<file path="config.mk">
export PLATFORM = sky130hd
export DESIGN_NAME = flrc_sqrt_cell
export DESIGN_NICKNAME = d
export VERILOG_FILES = /design/src/rtl/core/flrc_pkg.sv /design/src/rtl/core/flrc_sqrt_cell.sv
export SDC_FILE = /design/constraint.sdc
export NUM_CORES = 1
export LEC_CHECK = 0
export BUFFER_PORTS_ARGS = -buffer_cell sky130_fd_sc_hd__buf_2
export CORE_UTILIZATION = 30
export CTS_BUF_LIST = sky130_fd_sc_hd__clkbuf_8
export DETAILED_ROUTE_END_ITERATION = 10
export GPL_TIMING_DRIVEN = 0
export PLACE_DENSITY_LB_ADDON = 0.15
export SLEW_MARGIN = 30
export SYNTH_ARGS = -nofsm -noshare
export SYNTH_HDL_FRONTEND = slang
export SYNTH_SLANG_ARGS = --single-unit
</file>
<file path="constraint.sdc">
create_clock -name clk -period 13.7 [get_ports clk]
set_input_delay 2.055 -clock clk [delete_from_list [all_inputs] [get_ports clk]]
set_output_delay 2.055 -clock clk [all_outputs]
set_load 0.005 [all_outputs]
</file>
<file path="src/rtl/core/flrc_pkg.sv">
`default_nettype none
package flrc_pkg;

    localparam int TABLE_DEPTH  = 16384;
    localparam int TABLE_AW     = $clog2(TABLE_DEPTH);
    localparam int IMAGE_WIDTH  = 720;
    localparam int IMAGE_HEIGHT = 480;

    localparam int CFG_IDX_W  = 3;
    localparam int CFG_DATA_W = 24;

    // Radicand of the radius square root and the root it gives.
    localparam int SQ_W        = 57;
    localparam int RU_W        = 29;
    localparam int SQRT_STEPS  = 29;

    localparam int CORDIC_STEPS = 22;
    localparam int XY_W         = 34;
    localparam int Z_W          = 25;
    localparam int ATAN_W       = 22;
    localparam int ANGLE_W      = 23;
    localparam int ANGLE_MAX    = 90 * 65536;

    localparam int RD_W      = 36;
    localparam int MAG_W     = 40;
    localparam int DIV_STEPS = MAG_W;

    localparam logic [ATAN_W-1:0] ATAN_DEG_Q16 [CORDIC_STEPS] = '{
        22'd2949120, 22'd1740967, 22'd919879, 22'd466945, 22'd234379, 22'd117304,
        22'd58666, 22'd29335, 22'd14668, 22'd7334, 22'd3667, 22'd1833, 22'd917,
        22'd458, 22'd229, 22'd115, 22'd57, 22'd29, 22'd14, 22'd7, 22'd4, 22'd2
    };

    typedef enum logic [CFG_IDX_W-1:0] {
        CFG_CENTER_X,
        CFG_CENTER_Y,
        CFG_FOCAL,
        CFG_ELLIPSE,
        CFG_INV_ELLIPSE,
        CFG_INV_PIXEL,
        CFG_ENTRIES_PER_DEG
    } cfg_index_t;

    // Per-transaction information that travels beside the arithmetic.
    typedef struct packed {
        logic            valid;
        logic            is_map;
        logic [13:0]     load_index;
        logic [31:0]     load_value;
        logic [11:0]     adx;
        logic [11:0]     ady;
        logic            dx_pos;
        logic            dy_pos;
        logic [RU_W-1:0] ru;
        logic            sat_x;
        logic            sat_y;
    } side_t;

endpackage
`default_nettype wire

</file>
<file path="src/rtl/core/flrc_sqrt_cell.sv">
`default_nettype none
module flrc_sqrt_cell (
    input  wire                       clk,
    input  wire                       en,
    input  wire  [flrc_pkg::SQ_W-1:0] bit_weight,
    input  wire  [flrc_pkg::SQ_W-1:0] v_in,
    input  wire  [flrc_pkg::SQ_W-1:0] res_in,
    output logic [flrc_pkg::SQ_W-1:0] v_out,
    output logic [flrc_pkg::SQ_W-1:0] res_out
);
    import flrc_pkg::*;

    logic [SQ_W:0]   trial;
    logic [SQ_W-1:0] v_next;
    logic [SQ_W-1:0] res_next;

    always_comb
    begin
        trial = {1'b0, res_in} + {1'b0, bit_weight};
        if ({1'b0, v_in} >= trial)
        begin
            v_next   = v_in - trial[SQ_W-1:0];
            res_next = (res_in >> 1) + bit_weight;
        end
        else
        begin
            v_next   = v_in;
            res_next = res_in >> 1;
        end
    end

    always_ff @(posedge clk)
    begin
        if (en)
        begin
            v_out   <= v_next;
            res_out <= res_next;
        end
    end

endmodule
`default_nettype wire

</file>
==> run metrics <==
number of buffer cells added on primary ports=286; timing-limited maximum frequency=116 MHz; Met2 Wirelength=~23 mm; chip height=216 um; horizontal die dimension=216 um; post-layout minimum cycle time=8600 ps; number of unique standard cell types used by synthesis=75; HPWL after DPL=41.5 mm; fraction of final layout cells sized beyond drive strength 1=18.1%; Mapped Area=approximately 0.014 mm2; row count=77; Area growth syn-to-layout=19.3%; standard cell with the maximum stage delay on the critical path=sky130_fd_sc_hd__a2111oi_2; DRC violations left=0; Req. time, crit path=14000 ps; number of levels in the clock H-tree=4; P per Cell Area=117 mW/mm2; path type of the worst setup path=in -> reg; setup repair after global routing missed its margin=false; Filler Cell Count=roughly 4800; total wire length after detailed routing=50.4 mm; # Max-Cap Violations=0; number of search-and-repair iterations in the first detailed-routing pass=5; synthesized instance count=1691; predominant post-synthesis flop cell=sky130_fd_sc_hd__edfxtp_1; Slew Limit Headroom=37.5%; global-route wire length before repair=~77 mm; total of endpoints with negative setup slack in the final report=0; peak supply drop=0.0681 mV; number of post-CTS setup repair buffers=0; metal1 wirelength=24.1 mm; final clock period utilization by the worst path=62.8%; maximum net fanout on the critical path=10; Vias=13600; antenna violations before repair=7; # placed instances=2570; Overall Global Routing Usage=a little over a fifth; final hold violations=0; Bufs on Longest Clock Path=2; number of clock buffers inserted by TritonCTS=17; clock-pin slew on the worst setup and hold paths=80 ps; clock net sink count=114; Resized Gates After CTS=0; footprint of the flip-flops and latches=0.00342 mm2; quantity of hold-fixing buffers added after cts=0; sequential share of the synthesized area=25.0%; remaining number of nets flagged by the antenna check after routing=0; clock tree root buffer cell=sky130_fd_sc_hd__clkbuf_8; clock tree from TritonCTS=yes; largest incremental delay on the critical path=480 ps; IO Count=287; fraction of registers with async set/reset=0%; Worst Setup Start Kind=primary input; category of the worst setup path capture point=flop; outcome=finished clean; pin count of the biggest net entering global routing=73; number of synthesized register bits=between 100 and 150; synthesized netlist net count=around 2000; met3 WL post-DR=2.10 mm; remaining global-route overflow=0; pin slew with the least headroom to its limit=936 ps; Placer Congestion=0.858; top library cells by usage in the layout, fill and taps aside=296 x sky130_fd_sc_hd__buf_2, 232 x sky130_fd_sc_hd__nand2_1, 178 x sky130_fd_sc_hd__a21oi_1, 170 x sky130_fd_sc_hd__ha_1, 123 x sky130_fd_sc_hd__o21ai_0; overall die area=about 0.047 mm2; via density per instance=5.22; number of non-filler instances in the completed layout=2605; Highest Signal Layer=met5; Post-Route Setup TNS=0 ps; Worst Hold Class=in -> reg; Synth warnings=0; Starting DRT DRC Count=668; Crit path arrival time=8900 ps; Pwr Total=1920 uW; vias in the first global route=13100; multi-input logic area=0.00984 mm2; Starting Density=30.7%; number of enable-type register cells in the synthesized netlist=114; DR WL/cell=19.4 um; Max Transition Viols Final=0; syn_area_per_cell=8.11 um2; layout net count=2343; static leakage power=0.00732 uW; most common library cell in the layout ignoring fill and taps=sky130_fd_sc_hd__buf_2; Core Footprint=between 0.04 and 0.05 mm2
[synthesized netlist by cell type, types with 25 or more instances]
library cell	number	area, um2
sky130_fd_sc_hd__a21o_1	81	608
sky130_fd_sc_hd__a21oi_1	178	891
sky130_fd_sc_hd__a31oi_1	25	156
sky130_fd_sc_hd__clkbuf_1	39	146
sky130_fd_sc_hd__edfxtp_1	114	3420
sky130_fd_sc_hd__ha_1	170	2130
sky130_fd_sc_hd__inv_1	41	154
sky130_fd_sc_hd__nand2_1	232	871
sky130_fd_sc_hd__nand3_1	37	185
sky130_fd_sc_hd__nand4_1	29	181
sky130_fd_sc_hd__nor2_1	91	342
sky130_fd_sc_hd__o21ai_0	123	616
sky130_fd_sc_hd__o21ai_1	85	425
sky130_fd_sc_hd__o21bai_1	32	240
sky130_fd_sc_hd__xnor2_1	92	806
sky130_fd_sc_hd__xor2_1	59	517
[worst max-delay path, delay by kind of cell]
kind,cells,cell delay [ps]
AOI/OAI and AO/OA,15,3880
xor gates and xnor gates,1,250
adders and majority gates,3,1020
buffers and inverters,4,940
and+or+nand+nor,5,710
[metal layers]
layer  up-vias  GRT usage [%]
met5         -              0
met4         6           6.03
met3        38           4.19
met2       299           35.3
met1      6355           28.9
li1       6907              -
[registers in the layout, indices dropped and copies added (netlist names)]
name / count
res_out: 57
v_out: 57
[cell families after synthesis]
family | count (synthesis) | share of synthesized area, %
buf+inv | 103 | 3.28
fa+ha+maj | 173 | 15.9
mux | 7 | 0.566
xor+xnor | 151 | 9.64
simple gates | 504 | 16.8
flops | 114 | 25.0
compound gates | 639 | 28.8
[final timing paths]
kind / start / endpoint / slack (ps) / cells after the start
worst max-delay path: bit_weight[0] / v_out[33] / 5100 / 28
worst min-delay path: v_in[12] / v_out[12] / 1790 / 3
[final cells by class]
cell class / count / area share (%)
diodes: 3 / 0.0459
plain buffers: 62 / 1.80
clock buffers: 17 / 1.43
clock inverters: 15 / 1.21
inverters: 41 / 0.940
multi-input cells: 1474 / 60.2
flip-flops and latches: 114 / 20.9
well taps: 592 / 4.53
repair buffers: 287 / 8.98
[metrics by stage]
stage | setup slack (ps) | instance area (um2) | hold WS, ps | utilization [%]
after floorplan | 6380 | 13700 | 2170 | -
after global placement | 4270 | 15900 | 2360 | 35.6
after detailed placement | 4350 | 15900 | 2360 | 35.7
after CTS | 4900 | 16400 | 1710 | 36.7
after global routing | 4390 | 16400 | 1790 | 36.7
final | 5100 | 16400 | 1790 | 36.7
[power by group]
| group | leakage [uW] | internal [uW] | total (uW) | switching, uW |
|---|---|---|---|---|
| clock network | 0.000226 | 211 | 379 | 168 |
| registers | 0.00111 | 477 | 499 | 21.7 |
| logic | 0.00598 | 412 | 1040 | 631 |
No activity file was read; power rests on OpenSTA's default activity.
