`src/rtl/core/flrc_pkg.sv`:
```
`default_nettype none
package flrc_pkg;

    localparam int TABLE_DEPTH  = 16384;
    localparam int TABLE_AW     = $clog2(TABLE_DEPTH);
    localparam int IMAGE_WIDTH  = 720;
    localparam int IMAGE_HEIGHT = 480;

    localparam int CFG_IDX_W  = 3;
    localparam int CFG_DATA_W = 24;

    // Radicand of the radius square root and the root it gives.
    localparam int SQ_W        = 57;
    localparam int RU_W        = 29;
    localparam int SQRT_STEPS  = 29;

    localparam int CORDIC_STEPS = 22;
    localparam int XY_W         = 34;
    localparam int Z_W          = 25;
    localparam int ATAN_W       = 22;
    localparam int ANGLE_W      = 23;
    localparam int ANGLE_MAX    = 90 * 65536;

    localparam int RD_W      = 36;
    localparam int MAG_W     = 40;
    localparam int DIV_STEPS = MAG_W;

    localparam logic [ATAN_W-1:0] ATAN_DEG_Q16 [CORDIC_STEPS] = '{
        22'd2949120, 22'd1740967, 22'd919879, 22'd466945, 22'd234379, 22'd117304,
        22'd58666, 22'd29335, 22'd14668, 22'd7334, 22'd3667, 22'd1833, 22'd917,
        22'd458, 22'd229, 22'd115, 22'd57, 22'd29, 22'd14, 22'd7, 22'd4, 22'd2
    };

    typedef enum logic [CFG_IDX_W-1:0] {
        CFG_CENTER_X,
        CFG_CENTER_Y,
        CFG_FOCAL,
        CFG_ELLIPSE,
        CFG_INV_ELLIPSE,
        CFG_INV_PIXEL,
        CFG_ENTRIES_PER_DEG
    } cfg_index_t;

    // Per-transaction information that travels beside the arithmetic.
    typedef struct packed {
        logic            valid;
        logic            is_map;
        logic [13:0]     load_index;
        logic [31:0]     load_value;
        logic [11:0]     adx;
        logic [11:0]     ady;
        logic            dx_pos;
        logic            dy_pos;
        logic [RU_W-1:0] ru;
        logic            sat_x;
        logic            sat_y;
    } side_t;

endpackage
`default_nettype wire

```
`src/rtl/core/flrc_div_cell.sv`:
```
`default_nettype none
module flrc_div_cell (
    input  wire                        clk,
    input  wire                        en,
    input  wire  [flrc_pkg::RU_W-1:0]  divisor,
    input  wire  [flrc_pkg::RU_W-1:0]  rem_in,
    input  wire  [flrc_pkg::MAG_W-1:0] low_in,
    input  wire  [flrc_pkg::MAG_W-1:0] q_in,
    output logic [flrc_pkg::RU_W-1:0]  rem_out,
    output logic [flrc_pkg::MAG_W-1:0] low_out,
    output logic [flrc_pkg::MAG_W-1:0] q_out
);
    import flrc_pkg::*;

    logic [RU_W:0] t;
    logic          ge;

    assign t  = {rem_in, low_in[MAG_W-1]};
    assign ge = t >= {1'b0, divisor};

    always_ff @(posedge clk)
    begin
        if (en)
        begin
            rem_out <= ge ? RU_W'(t - {1'b0, divisor}) : t[RU_W-1:0];
            low_out <= low_in << 1;
            q_out   <= {q_in[MAG_W-2:0], ge};
        end
    end

endmodule
`default_nettype wire

```
`config.mk`:
```
export PLATFORM = sky130hd
export DESIGN_NAME = flrc_div_cell
export DESIGN_NICKNAME = d
export VERILOG_FILES = /design/src/rtl/core/flrc_pkg.sv /design/src/rtl/core/flrc_div_cell.sv
export SDC_FILE = /design/constraint.sdc
export NUM_CORES = 1
export LEC_CHECK = 0
export BUFFER_PORTS_ARGS = -buffer_cell sky130_fd_sc_hd__buf_2
export CORE_MARGIN = 2
export CORE_UTILIZATION = 36
export CTS_CLUSTER_SIZE = 25
export DETAILED_ROUTE_END_ITERATION = 16
export GPL_ROUTABILITY_DRIVEN = 0
export SLEW_MARGIN = 20
export SYNTH_ARGS = -nofsm -noshare
export SYNTH_HDL_FRONTEND = slang
export SYNTH_SLANG_ARGS = --single-unit
export TNS_END_PERCENT = 30
```
`constraint.sdc`:
```
create_clock -name clk -period 4.2 [get_ports clk]
set_clock_uncertainty 0.05 [all_clocks]
set_input_delay 0.84 -clock clk [delete_from_list [all_inputs] [get_ports clk]]
set_output_delay 0.84 -clock clk [all_outputs]
set_load 0.005 [all_outputs]
```
==> implementation parameters <==
Parameter                              Value

Run status
  Outcome ... finished, final reports clean

Synthesis
  Proportion of netlist area held by the largest area contributor ... 0.600
  Post-synth design cell area ... 5400 µm²
  Post-Syn Area per Cell ... 12.9 µm²
  Netlist cell types ... 53
  Cell types with the highest counts after synthesis ... 108 x sky130_fd_sc_hd__edfxtp_1, 40 x sky130_fd_sc_hd__nor2_1, 35 x sky130_fd_sc_hd__inv_1
  Ys async rst share ... 0
  Most numerous cell in the Yosys netlist ... sky130_fd_sc_hd__edfxtp_1
  Sequential element share of the synthesized area ... 0.600
  Synthesis warning total ... 0
  Total nets after synthesis ... 590
  Library cell with the largest summed area after synthesis ... sky130_fd_sc_hd__edfxtp_1
  Count of state elements after synthesis ... 108
  Main flop type after synthesis ... sky130_fd_sc_hd__edfxtp_1
  Synth Instances ... 420
  Top cells by area in the synthesized netlist ... sky130_fd_sc_hd__edfxtp_1 60%, sky130_fd_sc_hd__ha_1 6.7%, sky130_fd_sc_hd__a21oi_2 3.2%
  Number of flops mapped to enable cells by yosys ... 108

Layout
  Post-Layout Cell Count ... 857
  Synthesis-to-layout area growth ... 31.3%
  Sequential standard cell area ... 3240 µm²
  Layout cell share with drive strength beyond 1 ... 0.449
  Area of the multi-input gates ... 1910 µm²
  Fillcell total ... 1324
  Final-stage net count ... 836

CTS
  Resized Gates After CTS ... 0
  Total CTS buffers ... 9
  Post-CTS repair timing setup buffer count ... 0
  TritonCTS clock tree ... built
  Bufs on Longest Clock Path ... 2
  Clock Sinks ... 108
  Register clock-pin slew on the reported worst setup and hold paths ... 0.08 ns
  Root cell of the clock tree ... sky130_fd_sc_hd__clkbuf_16
  Hold-fix buffers at CTS ... 0
  CTS H-Tree Depth ... 3

Floorplan
  Core Area ... 14600 µm²
  I/O pin total ... 249
  Initial core utilization ... 0.370
  Cell row count ... 44
  Floorplan die height ... 127 µm
  Total die area ... 16000 µm²
  Width of the die ... 127 µm

Global route
  Total routing resource utilization after global routing ... 0.167
  Remaining global-route overflow ... 0
  Maximum number of pins on one net before global-route repair ... 67
  Vias in the first global route ... 4077
  Initial antenna violation count ... 1
  First-pass GRT wire length ... 21000 µm

Setup path
  Required @ worst endpoint ... 4.25 ns
  Type of destination of the critical path ... register
  Worst path arrival time ... 3.53 ns
  Setup CP Type ... in2reg
  Critical Path Source Type ... input port
  Highest net fanout along the worst path ... 16

STA
  Final number of setup-violating endpoints ... 0
  Hold Worst Slack ... 0.606 ns
  Unrepaired setup endpoints after global routing ... no
  Slew HR ... 0.591
  Number of max-slew violations in the final report ... 0
  Timing-limited maximum frequency ... 287 MHz
  Transition at the pin with the smallest max-transition slack ... 0.606 ns
  Post-route setup TNS ... 0 ns
  Hold Fails Final Rpt ... 0
  Min Clock Period, post-route ... 3.48 ns
  Final period util ... 0.829

Power and ir drop
  Ratio of total power to cell area ... 388 nW/µm²
  Peak supply drop ... 0.175 mV
  Leakage ... 3.22 nW

Routing
  Total DRC errors in the routed layout ... 0
  Count of antenna-violating nets left after detailed routing ... 0
  Avg Vias per Cell ... 4.77
  DR vias ... 4091
  Detailed Route Iter0 Violations ... 245
  Number of optimization iterations in the first detailed-route pass ... 4
  Aggregate routed wire length ... 13700 µm
  Routed wirelength normalized by instance count ... 16.0 µm

Place
  Half-perimeter wire length after placement ... 10900 µm
  Placed Cells incl. Taps ... 839
  Count of buffers from port buffering ... 246

Worst hold path
  Class of the worst hold path ... in2reg

Flow run
  MaxCap Viol Count ... 0
[flip-flops by register name, indices dropped and copies added, names as in the netlist]
name     cells
q_out       40
low_out     39
rem_out     29
[final cells by class]
type                    instances  share of cell area
multi-input cells             261               0.269
diodes                          2            0.000705
well taps                     184              0.0324
inverters                      35              0.0185
repair buffers                251               0.181
clock buffers                   9              0.0317
clock inverters                 7             0.00970
flip-flops and latches        108               0.457
[report_power, final]
| part | switching (W) | total (W) | internal [W] | leakage, nW |
|---|---|---|---|---|
| Clock | 0.000419 | 0.000836 | 0.000417 | 0.137 |
| Combinational | 0.000305 | 0.000576 | 0.000271 | 2.03 |
| Sequential | 0.0000242 | 0.00134 | 0.00132 | 1.06 |
[worst max-delay path, stage by stage]
cell,delay [ns]
sky130_fd_sc_hd__buf_2,0.09
sky130_fd_sc_hd__inv_1,0.04
sky130_fd_sc_hd__ha_1,0.20
sky130_fd_sc_hd__fa_1,0.41
sky130_fd_sc_hd__nor2b_1,0.21
sky130_fd_sc_hd__o31a_1,0.18
sky130_fd_sc_hd__o21ai_1,0.13
sky130_fd_sc_hd__a31o_4,0.29
sky130_fd_sc_hd__o311ai_4,0.24
sky130_fd_sc_hd__a41o_2,0.51
sky130_fd_sc_hd__buf_4,0.31
sky130_fd_sc_hd__a21oi_2,0.08
[per-layer routing]
metal  up-vias  part of all wire  GRT usage
met4         0             0.014     0.0537
met5         -                 0          0
met3        14             0.077     0.0456
li1       2030                 -          -
met1      1890              0.41      0.200
met2       157              0.50      0.293
[logic make-up (layout without fill, tap and decap cells)]
kind of cell | Yosys count | after routing | share of synthesized area
muxes | 6 | 6 | 0.0139
buffers and inverters | 51 | 302 | 0.0470
AOI/OAI and AO/OA | 103 | 103 | 0.144
xor gates and xnor gates | 26 | 26 | 0.0421
DFF | 108 | 108 | 0.600
other | 1 | 3 | 0.000694
adders and majority gates | 30 | 30 | 0.0709
and+or+nand+nor | 95 | 95 | 0.0813
[worst paths after layout]
path / to / from / cells after the start / slack (ns)
setup / recovery: rem_out[15] / low_in[39] / 12 / 0.72
hold / removal: q_out[7] / q_in[6] / 1 / 0.61
[metrics by stage]
step                      setup WS (ns)  instance area, µm²  utilization  power, W
after floorplan                   0.837                5400            -   0.00169
after global placement            0.319                6800        0.466   0.00194
after CTS                         0.689                7090        0.486   0.00279
after global routing              0.519                7090        0.486   0.00289
final                             0.720                7100        0.486   0.00275
after detailed placement          0.319                6800        0.466   0.00195
[placed cells by master, fill, tap and decap left out, drive strengths merged, types with 2 or more instances in the layout]
cell      instances
a21o             17
nand2b            4
clkbuf            9
xnor2            16
a211oi            3
nor2b             4
xor2             10
inv              38
nor2             40
diode             2
o211ai            3
clkinvlp          2
o31a              2
and2              3
mux2              6
ha               29
buf             251
clkinv            2
o21bai            2
a221oi            3
nand4             8
edfxtp          108
o311ai            2
nand3             8
and3              3
nand2            21
a31oi             4
a21oi            44
o21ai            13
No activity file was read; power rests on OpenSTA's default activity.
