### src/rtl/core/flrc_pkg.sv
`default_nettype none
package flrc_pkg;

    localparam int TABLE_DEPTH  = 16384;
    localparam int TABLE_AW     = $clog2(TABLE_DEPTH);
    localparam int IMAGE_WIDTH  = 720;
    localparam int IMAGE_HEIGHT = 480;

    localparam int CFG_IDX_W  = 3;
    localparam int CFG_DATA_W = 24;

    // Radicand of the radius square root and the root it gives.
    localparam int SQ_W        = 57;
    localparam int RU_W        = 29;
    localparam int SQRT_STEPS  = 29;

    localparam int CORDIC_STEPS = 22;
    localparam int XY_W         = 34;
    localparam int Z_W          = 25;
    localparam int ATAN_W       = 22;
    localparam int ANGLE_W      = 23;
    localparam int ANGLE_MAX    = 90 * 65536;

    localparam int RD_W      = 36;
    localparam int MAG_W     = 40;
    localparam int DIV_STEPS = MAG_W;

    localparam logic [ATAN_W-1:0] ATAN_DEG_Q16 [CORDIC_STEPS] = '{
        22'd2949120, 22'd1740967, 22'd919879, 22'd466945, 22'd234379, 22'd117304,
        22'd58666, 22'd29335, 22'd14668, 22'd7334, 22'd3667, 22'd1833, 22'd917,
        22'd458, 22'd229, 22'd115, 22'd57, 22'd29, 22'd14, 22'd7, 22'd4, 22'd2
    };

    typedef enum logic [CFG_IDX_W-1:0] {
        CFG_CENTER_X,
        CFG_CENTER_Y,
        CFG_FOCAL,
        CFG_ELLIPSE,
        CFG_INV_ELLIPSE,
        CFG_INV_PIXEL,
        CFG_ENTRIES_PER_DEG
    } cfg_index_t;

    // Per-transaction information that travels beside the arithmetic.
    typedef struct packed {
        logic            valid;
        logic            is_map;
        logic [13:0]     load_index;
        logic [31:0]     load_value;
        logic [11:0]     adx;
        logic [11:0]     ady;
        logic            dx_pos;
        logic            dy_pos;
        logic [RU_W-1:0] ru;
        logic            sat_x;
        logic            sat_y;
    } side_t;

endpackage
`default_nettype wire

### src/rtl/core/flrc_cordic_cell.sv
`default_nettype none
module flrc_cordic_cell (
    input  wire                                clk,
    input  wire                                en,
    input  wire         [4:0]                  shift,
    input  wire         [flrc_pkg::ATAN_W-1:0] atan,
    input  wire  signed [flrc_pkg::XY_W-1:0]   x_in,
    input  wire  signed [flrc_pkg::XY_W-1:0]   y_in,
    input  wire  signed [flrc_pkg::Z_W-1:0]    z_in,
    output logic signed [flrc_pkg::XY_W-1:0]   x_out,
    output logic signed [flrc_pkg::XY_W-1:0]   y_out,
    output logic signed [flrc_pkg::Z_W-1:0]    z_out
);
    import flrc_pkg::*;

    logic signed [XY_W-1:0] xs;
    logic signed [XY_W-1:0] ys;
    logic signed [Z_W-1:0]  a;

    assign xs = x_in >>> shift;
    assign ys = y_in >>> shift;
    assign a  = $signed({{(Z_W-ATAN_W){1'b0}}, atan});

    always_ff @(posedge clk)
    begin
        if (en)
        begin
            if (!y_in[XY_W-1])
            begin
                x_out <= x_in + ys;
                y_out <= y_in - xs;
                z_out <= z_in + a;
            end
            else
            begin
                x_out <= x_in - ys;
                y_out <= y_in + xs;
                z_out <= z_in - a;
            end
        end
    end

endmodule
`default_nettype wire

### config.mk
export PLATFORM = sky130hd
export DESIGN_NAME = flrc_cordic_cell
export DESIGN_NICKNAME = d
export VERILOG_FILES = /design/src/rtl/core/flrc_pkg.sv /design/src/rtl/core/flrc_cordic_cell.sv
export SDC_FILE = /design/constraint.sdc
export NUM_CORES = 1
export LEC_CHECK = 0
export BUFFER_PORTS_ARGS = -buffer_cell sky130_fd_sc_hd__buf_4
export CORE_MARGIN = 3
export CORE_UTILIZATION = 39
export CTS_BUF_LIST = sky130_fd_sc_hd__clkbuf_8
export CTS_CLUSTER_SIZE = 16
export DETAILED_ROUTE_END_ITERATION = 8
export GPL_ROUTABILITY_DRIVEN = 0
export PLACE_DENSITY = 0.69
export SYNTH_ARGS = -nofsm -noshare
export SYNTH_HDL_FRONTEND = slang
export SYNTH_SLANG_ARGS = --single-unit
### constraint.sdc
create_clock -name clk -period 16.3 [get_ports clk]
set_clock_uncertainty 0.1 [all_clocks]
set_input_delay 3.26 -clock clk [delete_from_list [all_inputs] [get_ports clk]]
set_output_delay 3.26 -clock clk [all_outputs]
set_load 0.02 [all_outputs]
==> out/results.md <==
Synthesis
- **top_reg_cell synth** sky130_fd_sc_hd__edfxtp_1
- **leading cell types by total area after synthesis** sky130_fd_sc_hd__edfxtp_1 19%, sky130_fd_sc_hd__mux4_2 15%, sky130_fd_sc_hd__ha_1 7.7%, sky130_fd_sc_hd__xnor2_1 6.2%, sky130_fd_sc_hd__mux2i_1 4.6%
- **Avg Synthesized Cell Area** 9.22 µm²
- **Netlist cell types** 103
- **Synth async-reset ratio** 0%
- **warnings from Yosys** 0
- **number of standard cells after synthesis** 1630
- **sequential cell area fraction in the yosys report** 18.6%
- **library cell with the largest summed area after synthesis** sky130_fd_sc_hd__edfxtp_1
- **Post-synth EDFFs** 93
- **number of synthesized register bits** 93
- **post-synth net total** 1848
- **Syn Std Cell Area** 15000 µm²
- **top-area cell type share of the netlist area** 18.6%

Timing
- **Slew Limit Headroom** 37.9%
- **number of endpoints failing setup at the final stage** 0
- **count of final max-slew check failures** 0
- **post-layout minimum cycle time** 9.92 ns
- **measured slew at the worst slew-check pin** 0.931 ns
- **endpoints failing hold** 0
- **portion of the clock cycle consumed by the worst path in the final layout** 60.8%
- **Total Neg Setup Slack** 0 ns
- **achievable clock frequency** 101 MHz
- **unrepaired setup endpoints after global routing** false

Route
- **number of DRC violations after detailed-routing iteration 0** 1723
- **number of vias per cell** 6.41
- **Pre-Repair DR Iteration Count** 6
- **DRC violation count after routing** 0
- **via total after detailed routing** 14700
- **remaining antenna violation count** 0
- **total wire length after detailed routing** 51.2 mm
- **routed len/inst** 22.3 µm

Setup path
- **delay of the slowest critical-path stage** 0.81 ns
- **critical path capture point type** register
- **required time of the worst setup path** 16.37 ns
- **Worst Path Max Fanout** 66
- **worst endpoint data arrival time** 9.98 ns
- **crit start category** primary input
- **classification of the worst setup path** in -> reg
- **cells along the critical path** buf_6 > buf_4 > mux4_2 > mux2_2 > mux4_2 > inv_1 > ha_1 > o2111a_1 > o2111ai_1 > nor2_1 > a41oi_1 > xnor2_1 > ha_1 > a21oi_1 > nand2_1 > a211oi_1 > a21oi_1 > o31ai_1 > o221ai_1 > o221ai_1 > o21ai_0 > xnor3_1
- **critical path's slowest cell** sky130_fd_sc_hd__buf_4

Global route
- **initial antenna violation count** 0
- **remaining global-route overflow** 0
- **wire length of the first global-routing pass** 79.4 mm
- **vias in the first global route** 14200
- **GRT Overall Usage** 24.2%
- **pin count of the biggest net entering global routing** 78

Clock network
- **maximum clock path buffer count** 2
- **count of hold buffers inserted by post-cts repair** 0
- **number of setup buffers added after CTS** 0
- **root buf cell** sky130_fd_sc_hd__clkbuf_8
- **clk slew on worst S/H paths** 0.11 ns
- **number of clock sinks** 93
- **maximum level of the CTS H-tree** 3
- **number of instances resized during post-cts repair** 0
- **number of buffers added by the clock tree synthesis step** 9
- **CTS tree** yes

Layout
- **net count reported at finish** 1995
- **commonest non-fill, non-tap cell in the layout** sky130_fd_sc_hd__buf_4
- **layout cells sized above 1** 23.1%
- **commonest non-fill, non-tap cells in the layout** 225 x sky130_fd_sc_hd__buf_4, 136 x sky130_fd_sc_hd__nor2_1, 126 x sky130_fd_sc_hd__a21oi_1
- **antenna cells** 0
- **Syn-to-layout area delta** 13.9%

Placement
- **DP Wirelength** 39.2 mm
- **I/O Buffers** 214

Pwr
- **power per unit of standard cell area** 81.3 nW/µm²
- **worst supply voltage drop on vdd** 0.0423 mV
- **leakage power figure** 0.00678 µW
- **total chip power** 1390 µW

Worst hold path
- **hold path startpoint** y_in[0]
- **worst hold path cell count** 2
- **endpoint of the worst hold-timing path** y_out[0]
- **path category of the worst min-delay check** in -> reg

Floorplan
- **number of rows created at floorplan** 71
- **top-level I/O count** 215
- **Core Footprint** 37800 µm²
- **starting density of the core** 39.7%
- **chip width** 202 µm
- **Total Die Area** 40900 µm²
- **height of the chip** 202 µm

Job
- **maxcap violations** 0

Status
- **result of the run** finished clean

[state kept, by name, summed over array words and instances (netlist names)]
name / cells
x_out: 34
y_out: 34
z_out: 25
[layout make-up]
cell class	count	area, µm²
clock inverter	7	67.6
tap	511	639
clock buffer	9	124
timing repair buffer	226	1700
multi-input combinational	1399	11600
fill	3645	20700
inverter	48	180
sequential	93	2790
[synthesized netlist by cell type (7+ instances only)]
cell type                    n
sky130_fd_sc_hd__a22o_1      8
sky130_fd_sc_hd__nand2_1   125
sky130_fd_sc_hd__nor4_1     11
sky130_fd_sc_hd__o31ai_1     7
sky130_fd_sc_hd__a41oi_1     9
sky130_fd_sc_hd__inv_1      44
sky130_fd_sc_hd__o211ai_1   14
sky130_fd_sc_hd__or3_1      13
sky130_fd_sc_hd__mux2i_1    69
sky130_fd_sc_hd__ha_1       93
sky130_fd_sc_hd__o211a_1     7
sky130_fd_sc_hd__and2_1     10
sky130_fd_sc_hd__clkbuf_1   36
sky130_fd_sc_hd__mux4_2    103
sky130_fd_sc_hd__a21oi_1   126
sky130_fd_sc_hd__o22ai_1    10
sky130_fd_sc_hd__o41ai_1     8
sky130_fd_sc_hd__o221ai_1   10
sky130_fd_sc_hd__edfxtp_1   93
sky130_fd_sc_hd__nor3_1     36
sky130_fd_sc_hd__mux2_2     28
sky130_fd_sc_hd__and3_1     15
sky130_fd_sc_hd__nor2b_1    23
sky130_fd_sc_hd__o21ai_0    69
sky130_fd_sc_hd__o21bai_1   15
sky130_fd_sc_hd__a21o_1     28
sky130_fd_sc_hd__a31oi_1    23
sky130_fd_sc_hd__or2_2      11
sky130_fd_sc_hd__o21a_1     23
sky130_fd_sc_hd__a211oi_1   12
sky130_fd_sc_hd__nor2_1    136
sky130_fd_sc_hd__nand3_1    31
sky130_fd_sc_hd__xor2_1     37
sky130_fd_sc_hd__xnor2_1   106
sky130_fd_sc_hd__buf_2      26
sky130_fd_sc_hd__nand2b_1   25
sky130_fd_sc_hd__buf_1      16
sky130_fd_sc_hd__buf_6       8
sky130_fd_sc_hd__a211o_1     9
[worst max-delay path by stage]
stage	startpoint	cells past startpoint	end	slack, ns
after floorplan	shift[1]	25	y_out[33]	7.42
after global routing	shift[0]	23	y_out[33]	5.76
final	shift[1]	22	y_out[33]	6.38
after detailed placement	shift[1]	23	y_out[33]	5.96
after global placement	shift[1]	23	y_out[33]	6.21
after CTS	shift[1]	23	y_out[33]	6.42
[per-stage QoR]
step	util, %	cell area, µm²	setup WS, ns	cells	hold WS, ns
after global placement	44.7	16900	6.21	2277	3.51
after floorplan	-	15000	7.42	1630	3.27
after global routing	45.2	17100	5.76	2293	3.08
final	45.2	17100	6.38	2293	3.09
after CTS	45.2	17100	6.42	2293	3.07
after detailed placement	44.7	16900	5.96	2277	3.51
[routing by layer]
| layer | vias up | global-route usage, % | part of all wire (%) |
|---|---|---|---|
| li1 | 6638 | - | - |
| met4 | 0 | 11.8 | 5.6 |
| met2 | 913 | 39.2 | 46 |
| met3 | 171 | 4.61 | 9.5 |
| met5 | - | 0 | 0 |
| met1 | 6972 | 31.2 | 39 |
[cell families (layout without fill, tap and decap cells)]
kind of cell    Yosys count  after routing  share of synthesized area [%]
xor+xnor                145            145                           8.64
compound gates          471            471                           21.6
mux                     208            208                           22.8
buf+inv                 138            290                           4.16
fa+ha+maj                96             96                           8.15
flops                    93             93                           18.6
simple gates            479            479                           16.0
[power breakdown]
part           switching (µW)  leakage, µW  internal (µW)
registers                19.9     0.000911            353
clock network            96.9     0.000102           70.5
logic                     486      0.00577            365
total                     603      0.00678            789
[critical path: cells and delay by family]
| family | cells | cell delay, ns |
|---|---|---|
| multiplexers | 3 | 1.49 |
| buffers and inverters | 3 | 1.31 |
| AND/OR/NAND/NOR | 2 | 0.31 |
| AO/OA/AOI/OAI | 10 | 2.64 |
| adder cells (fa/ha/maj) | 2 | 0.54 |
| XOR/XNOR | 2 | 0.36 |
No activity file was read; power rests on OpenSTA's default activity.
